**src/vas_pkg.sv**
```systemverilog
`timescale 1ns / 1ps
// vas_pkg: shared types, codes and helpers for the voice allocator
// no dependencies; imported by every module of the block

package vas_pkg;

  localparam int NOTE_W    = 7;
  localparam int STAMP_W   = 32;
  localparam int FIN_W     = 4;
  localparam int GRANT_W   = 4;
  localparam int COUNT_W   = 5;
  localparam int IN_DATA_W  = 16;
  localparam int OUT_DATA_W = 16;

  typedef enum logic [1:0] {
    OP_NOTE_ON  = 2'd0,
    OP_NOTE_OFF = 2'd1,
    OP_ALL_OFF  = 2'd2,
    OP_FINISHED = 2'd3
  } op_t;

  typedef enum logic [1:0] {
    S_IDLE,
    S_SCAN,
    S_DRAIN,
    S_FIN
  } state_t;

  // one memory word per voice
  typedef struct packed {
    logic [NOTE_W-1:0]  note;
    logic [STAMP_W-1:0] stamp;
  } voice_rec_t;

  // packed from the lowest bit up: granted, stolen, stolen_held, released, active
  typedef struct packed {
    logic [COUNT_W-1:0] active_count;
    logic [COUNT_W-1:0] released_count;
    logic               stolen_was_held;
    logic               was_stolen;
    logic [GRANT_W-1:0] granted_voice;
  } result_t;

  function automatic logic [COUNT_W-1:0] sat_count(input int unsigned n);
    return (n > 31) ? 5'd31 : COUNT_W'(n);
  endfunction

endpackage

```
**src/voice_allocator_steal_oldest_core.sv**
```systemverilog
`timescale 1ns / 1ps
// Polyphonic voice allocator with oldest-released-first stealing. Note on, note off and
// all notes off each walk the voice memory one voice per cycle through its single read
// port; a voice finished event skips the walk. One event is worked on at a time; a
// result register on the output lets the next event be taken while a result waits.
// Note numbers and start stamps live in a memory that needs no clearing after reset.
// depends on vas_pkg, vas_ctrl and vas_mem

module voice_allocator_steal_oldest_core import vas_pkg::*; #(
  parameter int VOICES = 16
) (
  input  logic                  clk,
  input  logic                  rst_n,
  input  logic                  in_tvalid,
  output logic                  in_tready,
  // opcode [1:0], note [8:2], finished_voice [12:9], zero fill above
  input  logic [IN_DATA_W-1:0]  in_tdata,
  output logic                  out_tvalid,
  input  logic                  out_tready,
  // granted_voice [3:0], was_stolen [4], stolen_was_held [5],
  // released_count [10:6], active_count [15:11]
  output logic [OUT_DATA_W-1:0] out_tdata
);

  localparam int IW = $clog2(VOICES);

  logic          rd_en, wr_en;
  logic [IW-1:0] rd_addr, wr_addr;
  voice_rec_t    rd_data, wr_data;
  logic          res_valid, res_ready;
  result_t       res;
  logic          out_valid_r;
  result_t       out_data_r;

  vas_ctrl #(
    .VOICES (VOICES),
    .IW     (IW)
  ) u_ctrl (
    .clk       (clk),
    .rst_n     (rst_n),
    .in_valid  (in_tvalid),
    .in_ready  (in_tready),
    .in_op     (op_t'(in_tdata[1:0])),
    .in_note   (in_tdata[8:2]),
    .in_fin    (in_tdata[12:9]),
    .rd_en     (rd_en),
    .rd_addr   (rd_addr),
    .rd_data   (rd_data),
    .wr_en     (wr_en),
    .wr_addr   (wr_addr),
    .wr_data   (wr_data),
    .res_valid (res_valid),
    .res_ready (res_ready),
    .res       (res)
  );

  vas_mem #(
    .DEPTH (VOICES),
    .AW    (IW)
  ) u_mem (
    .clk     (clk),
    .wr_en   (wr_en),
    .wr_addr (wr_addr),
    .wr_data (wr_data),
    .rd_en   (rd_en),
    .rd_addr (rd_addr),
    .rd_data (rd_data)
  );

  assign res_ready = !out_valid_r || out_tready;

  always_ff @(posedge clk) begin
    if (!rst_n) begin
      out_valid_r <= 1'b0;
    end else if (res_ready) begin
      out_valid_r <= res_valid;
    end
  end

  always_ff @(posedge clk) begin
    if (res_valid && res_ready) begin
      out_data_r <= res;
    end
  end

  assign out_tvalid = out_valid_r;
  assign out_tdata  = out_data_r;

endmodule

```
**src/vas_mem.sv**
```systemverilog
`timescale 1ns / 1ps
// vas_mem: note and start stamp store, one write port, one registered read port
// depends on vas_pkg for the record type

module vas_mem import vas_pkg::*; #(
  parameter int DEPTH = 16,
  parameter int AW    = 4
) (
  input  logic          clk,
  input  logic          wr_en,
  input  logic [AW-1:0] wr_addr,
  input  voice_rec_t    wr_data,
  input  logic          rd_en,
  input  logic [AW-1:0] rd_addr,
  output voice_rec_t    rd_data
);

  voice_rec_t mem [DEPTH];
  voice_rec_t rd_data_r;

  always_ff @(posedge clk) begin
    if (wr_en) begin
      mem[wr_addr] <= wr_data;
    end
  end

  always_ff @(posedge clk) begin
    if (rd_en) begin
      rd_data_r <= mem[rd_addr];
    end
  end

  assign rd_data = rd_data_r;

endmodule

```
**src/vas_ctrl.sv**
```systemverilog
`timescale 1ns / 1ps
// vas_ctrl: event sequencer, voice marks, start counter and the per-voice scan
// depends on vas_pkg; drives the vas_mem ports

module vas_ctrl import vas_pkg::*; #(
  parameter int VOICES = 16,
  parameter int IW     = 4
) (
  input  logic              clk,
  input  logic              rst_n,
  input  logic              in_valid,
  output logic              in_ready,
  input  op_t               in_op,
  input  logic [NOTE_W-1:0] in_note,
  input  logic [FIN_W-1:0]  in_fin,
  output logic              rd_en,
  output logic [IW-1:0]     rd_addr,
  input  voice_rec_t        rd_data,
  output logic              wr_en,
  output logic [IW-1:0]     wr_addr,
  output voice_rec_t        wr_data,
  output logic              res_valid,
  input  logic              res_ready,
  output result_t           res
);

  localparam int CW = $clog2(VOICES + 1);
  localparam logic [IW-1:0] LAST_IDX = IW'(VOICES - 1);

  state_t              state_r, state_nxt;
  op_t                 op_r;
  logic [NOTE_W-1:0]   note_r;
  logic [FIN_W-1:0]    fin_r;
  logic [VOICES-1:0]   active_r, held_r;
  logic [CW-1:0]       act_cnt_r, rel_cnt_r;
  logic [CW-1:0]       act_cnt_nxt;
  logic [STAMP_W-1:0]  counter_r;
  logic [IW-1:0]       rd_idx_r;
  logic                cmp_vld_r;
  logic [IW-1:0]       cmp_idx_r;
  logic                idle_found_r, rel_found_r, hld_found_r;
  logic [IW-1:0]       idle_idx_r, rel_idx_r, hld_idx_r;
  logic [STAMP_W-1:0]  rel_age_r, hld_age_r;
  logic [STAMP_W-1:0]  age;
  logic                cmp_active, cmp_held, rel_hit;
  logic [IW-1:0]       grant_idx;
  logic                fin_ok;
  logic [IW-1:0]       fin_idx;
  logic                fin_kill;
  logic                commit;

  // next state
  always_comb begin
    state_nxt = state_r;
    case (state_r)
      S_IDLE:  if (in_valid) state_nxt = (in_op == OP_FINISHED) ? S_FIN : S_SCAN;
      S_SCAN:  if (rd_idx_r == LAST_IDX) state_nxt = S_DRAIN;
      S_DRAIN: state_nxt = S_FIN;
      S_FIN:   if (res_ready) state_nxt = S_IDLE;
      default: state_nxt = S_IDLE;
    endcase
  end

  // state outputs
  always_comb begin
    in_ready  = 1'b0;
    rd_en     = 1'b0;
    res_valid = 1'b0;
    case (state_r)
      S_IDLE:  in_ready  = 1'b1;
      S_SCAN:  rd_en     = 1'b1;
      S_FIN:   res_valid = 1'b1;
      default: in_ready  = 1'b0;
    endcase
  end

  assign commit  = res_valid && res_ready;
  assign rd_addr = rd_idx_r;

  // compare stage, one voice per cycle as read data returns
  assign age        = counter_r - rd_data.stamp;
  assign cmp_active = active_r[cmp_idx_r];
  assign cmp_held   = held_r[cmp_idx_r];
  assign rel_hit    = cmp_active && cmp_held &&
                      ((op_r == OP_ALL_OFF) ||
                       ((op_r == OP_NOTE_OFF) && (rd_data.note == note_r)));

  assign grant_idx = idle_found_r ? idle_idx_r : (rel_found_r ? rel_idx_r : hld_idx_r);
  assign fin_ok    = (32'(fin_r) < VOICES);
  assign fin_idx   = IW'(fin_r);
  assign fin_kill  = fin_ok && active_r[fin_idx];

  assign wr_en         = commit && (op_r == OP_NOTE_ON);
  assign wr_addr       = grant_idx;
  assign wr_data.note  = note_r;
  assign wr_data.stamp = counter_r;

  always_comb begin
    act_cnt_nxt = act_cnt_r;
    if (op_r == OP_NOTE_ON && idle_found_r) begin
      act_cnt_nxt = act_cnt_r + CW'(1);
    end else if (op_r == OP_FINISHED && fin_kill) begin
      act_cnt_nxt = act_cnt_r - CW'(1);
    end
  end

  always_comb begin
    res = '0;
    res.active_count   = sat_count(int'(act_cnt_nxt));
    res.released_count = sat_count(int'(rel_cnt_r));
    if (op_r == OP_NOTE_ON) begin
      res.granted_voice   = GRANT_W'(grant_idx);
      res.was_stolen      = !idle_found_r;
      res.stolen_was_held = !idle_found_r && !rel_found_r;
    end
  end

  always_ff @(posedge clk) begin
    if (!rst_n) begin
      state_r   <= S_IDLE;
      active_r  <= '0;
      held_r    <= '0;
      act_cnt_r <= '0;
      counter_r <= '0;
      cmp_vld_r <= 1'b0;
    end else begin
      state_r   <= state_nxt;
      cmp_vld_r <= (state_r == S_SCAN);
      if (commit) begin
        act_cnt_r <= act_cnt_nxt;
        if (op_r == OP_NOTE_ON) begin
          active_r[grant_idx] <= 1'b1;
          held_r[grant_idx]   <= 1'b1;
          counter_r           <= counter_r + 32'd1;
        end else if (op_r == OP_FINISHED && fin_ok) begin
          active_r[fin_idx] <= 1'b0;
          held_r[fin_idx]   <= 1'b0;
        end
      end else if (cmp_vld_r && rel_hit) begin
        held_r[cmp_idx_r] <= 1'b0;
      end
    end
  end

  // per-item datapath registers
  always_ff @(posedge clk) begin
    cmp_idx_r <= rd_idx_r;
    if (in_valid && in_ready) begin
      op_r         <= in_op;
      note_r       <= in_note;
      fin_r        <= in_fin;
      rd_idx_r     <= '0;
      rel_cnt_r    <= '0;
      idle_found_r <= 1'b0;
      rel_found_r  <= 1'b0;
      hld_found_r  <= 1'b0;
    end else begin
      if (rd_en) begin
        rd_idx_r <= rd_idx_r + IW'(1);
      end
      if (cmp_vld_r) begin
        if (rel_hit) begin
          rel_cnt_r <= rel_cnt_r + CW'(1);
        end
        if (!cmp_active && !idle_found_r) begin
          idle_found_r <= 1'b1;
          idle_idx_r   <= cmp_idx_r;
        end
        // strict compare in ascending order keeps ties on the lower index
        if (!cmp_held && (!rel_found_r || age > rel_age_r)) begin
          rel_found_r <= 1'b1;
          rel_idx_r   <= cmp_idx_r;
          rel_age_r   <= age;
        end
        if (cmp_held && (!hld_found_r || age > hld_age_r)) begin
          hld_found_r <= 1'b1;
          hld_idx_r   <= cmp_idx_r;
          hld_age_r   <= age;
        end
      end
    end
  end

endmodule

```
**config.mk**
```make
export PLATFORM = sky130hd
export DESIGN_NAME = voice_allocator_steal_oldest_core
export DESIGN_NICKNAME = d
export VERILOG_FILES = /design/src/vas_pkg.sv /design/src/voice_allocator_steal_oldest_core.sv /design/src/vas_mem.sv /design/src/vas_ctrl.sv
export SDC_FILE = /design/constraint.sdc
export NUM_CORES = 1
export LEC_CHECK = 0
export BUFFER_PORTS_ARGS = -buffer_cell sky130_fd_sc_hd__buf_4
export CORE_ASPECT_RATIO = 2
export CORE_MARGIN = 1.5
export CORE_UTILIZATION = 35
export DETAILED_ROUTE_END_ITERATION = 16
export PLACE_DENSITY = 0.56
export SETUP_SLACK_MARGIN = 0.3
export SYNTH_ARGS = -nofsm -noshare
export SYNTH_HDL_FRONTEND = slang
export SYNTH_SLANG_ARGS = --single-unit
```
**constraint.sdc**
```tcl
create_clock -name clk -period 13.25 [get_ports clk]
set_clock_uncertainty 0.1 [all_clocks]
set_input_delay 1.9875 -clock clk [delete_from_list [all_inputs] [get_ports clk]]
set_output_delay 1.9875 -clock clk [all_outputs]
set_load 0.01 [all_outputs]
```
==> metrics.cfg <==
[clock_network]
tritoncts = yes
ctsResizeCount = 0
htreeDepth = 3
cts_setup_buffers = 0
clock_latency_ns = 0.65
postCtsHoldBufs = 0
cts.path.max_buffers = 3
cts_sinks = 857
cts_buffers = 73
cts-root-buf = clkbuf_16
clk_pin_slew_worst_paths_ns = 0.07

[detailed_routing]
wl_met1_um = 32800
met3_wirelength_um = 2450
met2_length_um = 47200
firstDrtPassIters = 5
ant_nets = 0
vias = 18800
drcViolationCount = 0
routed_via_density = 5.30
drt_wl_total_um = 85100
top_layer = met4
wl_per_cell_um = 24.0
drt_iter0_drc = 1319

[synth]
yosysMostFrequentCell = edfxtp_1
synth_common_cells = edfxtp_1 (768), mux4_2 (201), inv_1 (122)
synth_top_area_share_pct = 64.2
yosys.area.top_type = edfxtp_1
synth_flop_cell = edfxtp_1
synth-seq-cells = 857
avgSynthCellArea_um2 = 17.2
yosysWarnings = 0
syn_inst = 2087
synth_cell_type_count = 68
synth_area_um2 = 35900
yosysSeqAreaShare_pct = 69.2
async_flop_share_pct = 0
synth_nets = 2216
synth_edf_count = 768
synthTopCellsByArea = edfxtp_1 (64%), mux4_2 (13%), dfxtp_1 (5.0%), ha_1 (3.8%), inv_1 (1.3%)

[layout]
syn2layout_area_growth_pct = 12.3
drive_gt1_share_pct = 18.8
design_area_um2 = 40300
final_cells = 3550
nets = 2275

[timing]
finalWorstPathRequiredPeriod_ns = 6.45
max_freq_mhz = 155
setup_tns_ns = 0
timing.hold.ws_ns = 0.350
rsz0062_at_grt = false
setup_violations = 0
drv_slew = 0
worst_slew_pin_slew_ns = 1.13
finalHoldViolCount = 0
maxSlewHeadroom_pct = 24.5
fin_crit_sh_pct = 48.7

[power]
finalPower_mw = 6.70
p_per_area_nw_per_um2 = 166
p_leak_nw = 12.4
peakVddDrop_uv = 79.6

[placement]
port_buffers = 34
dp.cells = 3415
gp_congestion = 0.893
dp_hpwl_um = 50400
postPlaceCellArea_um2 = 37900

[setup_path]
worstPathRequired_ns = 13.47
arrival_ns = 6.67
cp_max_fo = 21
cp-start-kind = register
path_class = register to register
end_kind = register

[global_routing]
grt_antenna_before_repair = 1
grt_pass1_wl_um = 127000
grt_overflow = 0
grt_pass1_vias = 19900
track_usage_pct = 16.3
grt_max_degree = 69

[die]
core-area_um2 = 102000
rows = 166
start_util_pct = 35.2
io_pins = 38
die_h_um = 456
die_w_um = 229
dieArea_um2 = 105000

[worst_hold_path]
min_path_type = register to register

[status]
status = completed

[flow_run]
maxCapViolations = 0

==> placed cells by master, fill, tap and decap left out, types with 5 or more instances in the layout <==
master     netlist  layout
a211oi_1         8       8
a21o_1          28      28
a21oi_1         68      68
a22oi_1          5       5
a31oi_1         23      23
and2_1          23      23
and3_1          14      14
and4_1           7       7
buf_4            0      63
bufinv_16        0       7
clkbuf_1        57      16
clkbuf_16        0      76
clkbuf_8         0       6
clkinv_1         1       9
clkinv_2         0       8
dfxtp_1         89      85
edfxtp_1       768     768
ha_1           108     107
inv_1          122     122
mux2i_1          7       7
mux4_1           7       7
mux4_2         201     201
nand2_1         88      88
nand2b_1        11      11
nand3_1         31      31
nand4_1         31      31
nor2_1          98      82
nor2_4           0      16
nor2b_1         20      20
nor3_1          23      23
nor4_1           9       9
o211ai_1         6       6
o21a_1           9       9
o21ai_0         65      64
o221a_2          7       7
or2_2            5       5
or3_1           11      11
xnor2_1         36      36
xor2_1          30      30
==> layer usage <==
metal | track usage (%) | vias to the layer above
met1 | 18.4 | 9894
met2 | 30.8 | 405
met5 | 0 | -
met3 | 2.05 | 144
li1 | - | 8359
met4 | 6.03 | 0
==> sequential cells by signal, indices dropped and copies added, names as in the netlist, 16 cells and up <==
| register | flops |
|---|---|
| u_ctrl.held_r | 16 |
| u_ctrl.counter_r | 32 |
| u_mem.mem | 624 |
| u_mem.rd_data | 39 |
| u_ctrl.rel_age_r | 32 |
| u_ctrl.active_r | 16 |
| out_tdata | 16 |
| u_ctrl.hld_age_r | 32 |
==> report_power, final <==
group / internal (mW) / leakage, nW / switching (mW)
Clock: 1.23 / 1.19 / 0.990
Sequential: 3.10 / 7.04 / 0.143
Combinational: 0.542 / 4.21 / 0.684
Total: 4.88 / 12.4 / 1.82
==> cell families (layout without fill, tap and decap cells) <==
group	count (synthesis)	count (layout)	share of synthesized area (%)
fa+ha+maj	109	109	3.82
buf+inv	202	320	2.18
flops	857	857	69.2
other cells	0	1	0
mux	215	215	13.3
xor+xnor	66	66	1.61
compound gates	255	255	4.56
simple gates	383	383	5.32
==> stage by stage <==
stage	setup slack, ns	utilization (%)
6_report	6.80	39.6
5_1_grt	6.47	39.6
4_1_cts	6.79	39.6
3_5_place_dp	6.82	37.2
3_3_place_gp	6.86	37.2
2_1_floorplan	6.70	-
==> critical path: stages, from the launching register on <==
cell       delay [ns]
dfxtp_1          0.79
ha_1             0.35
nor2b_1          0.14
o2111ai_1        0.35
a31o_2           0.23
o211ai_1         0.14
a21oi_1          0.57
a31oi_1          0.24
o311ai_1         0.85
ha_1             0.39
nand4_1          0.11
nor4_1           0.13
a311oi_1         0.56
nand2_1          0.18
o21ai_4          0.56
buf_4            0.40
==> path summary, 6_finish.rpt <==
check                                         start             endpoint  slack, ns  depth (start not counted)
worst max-delay path            u_ctrl.counter_r[1]  u_ctrl.hld_idx_r[1]       6.80                         15
worst max register to register  u_ctrl.counter_r[1]  u_ctrl.hld_idx_r[1]       6.80                         15
worst min-delay path               u_ctrl.held_r[6]     u_ctrl.held_r[6]       0.35                          2
worst min register to register     u_ctrl.held_r[6]     u_ctrl.held_r[6]       0.35                          2
==> cell type report <==
| cell class | instances | area, µm² |
|---|---|---|
| Fill cell | 9088 | 61600 |
| Sequential cell | 857 | 24900 |
| Tap cell | 1344 | 1680 |
| Antenna cell | 1 | 2.50 |
| Clock buffer | 98 | 2040 |
| Multi-Input combinational cell | 1028 | 10400 |
| Timing Repair Buffer | 63 | 473 |
| Inverter | 123 | 462 |
| Clock inverter | 36 | 408 |
Power figures use the tool's default switching activity.
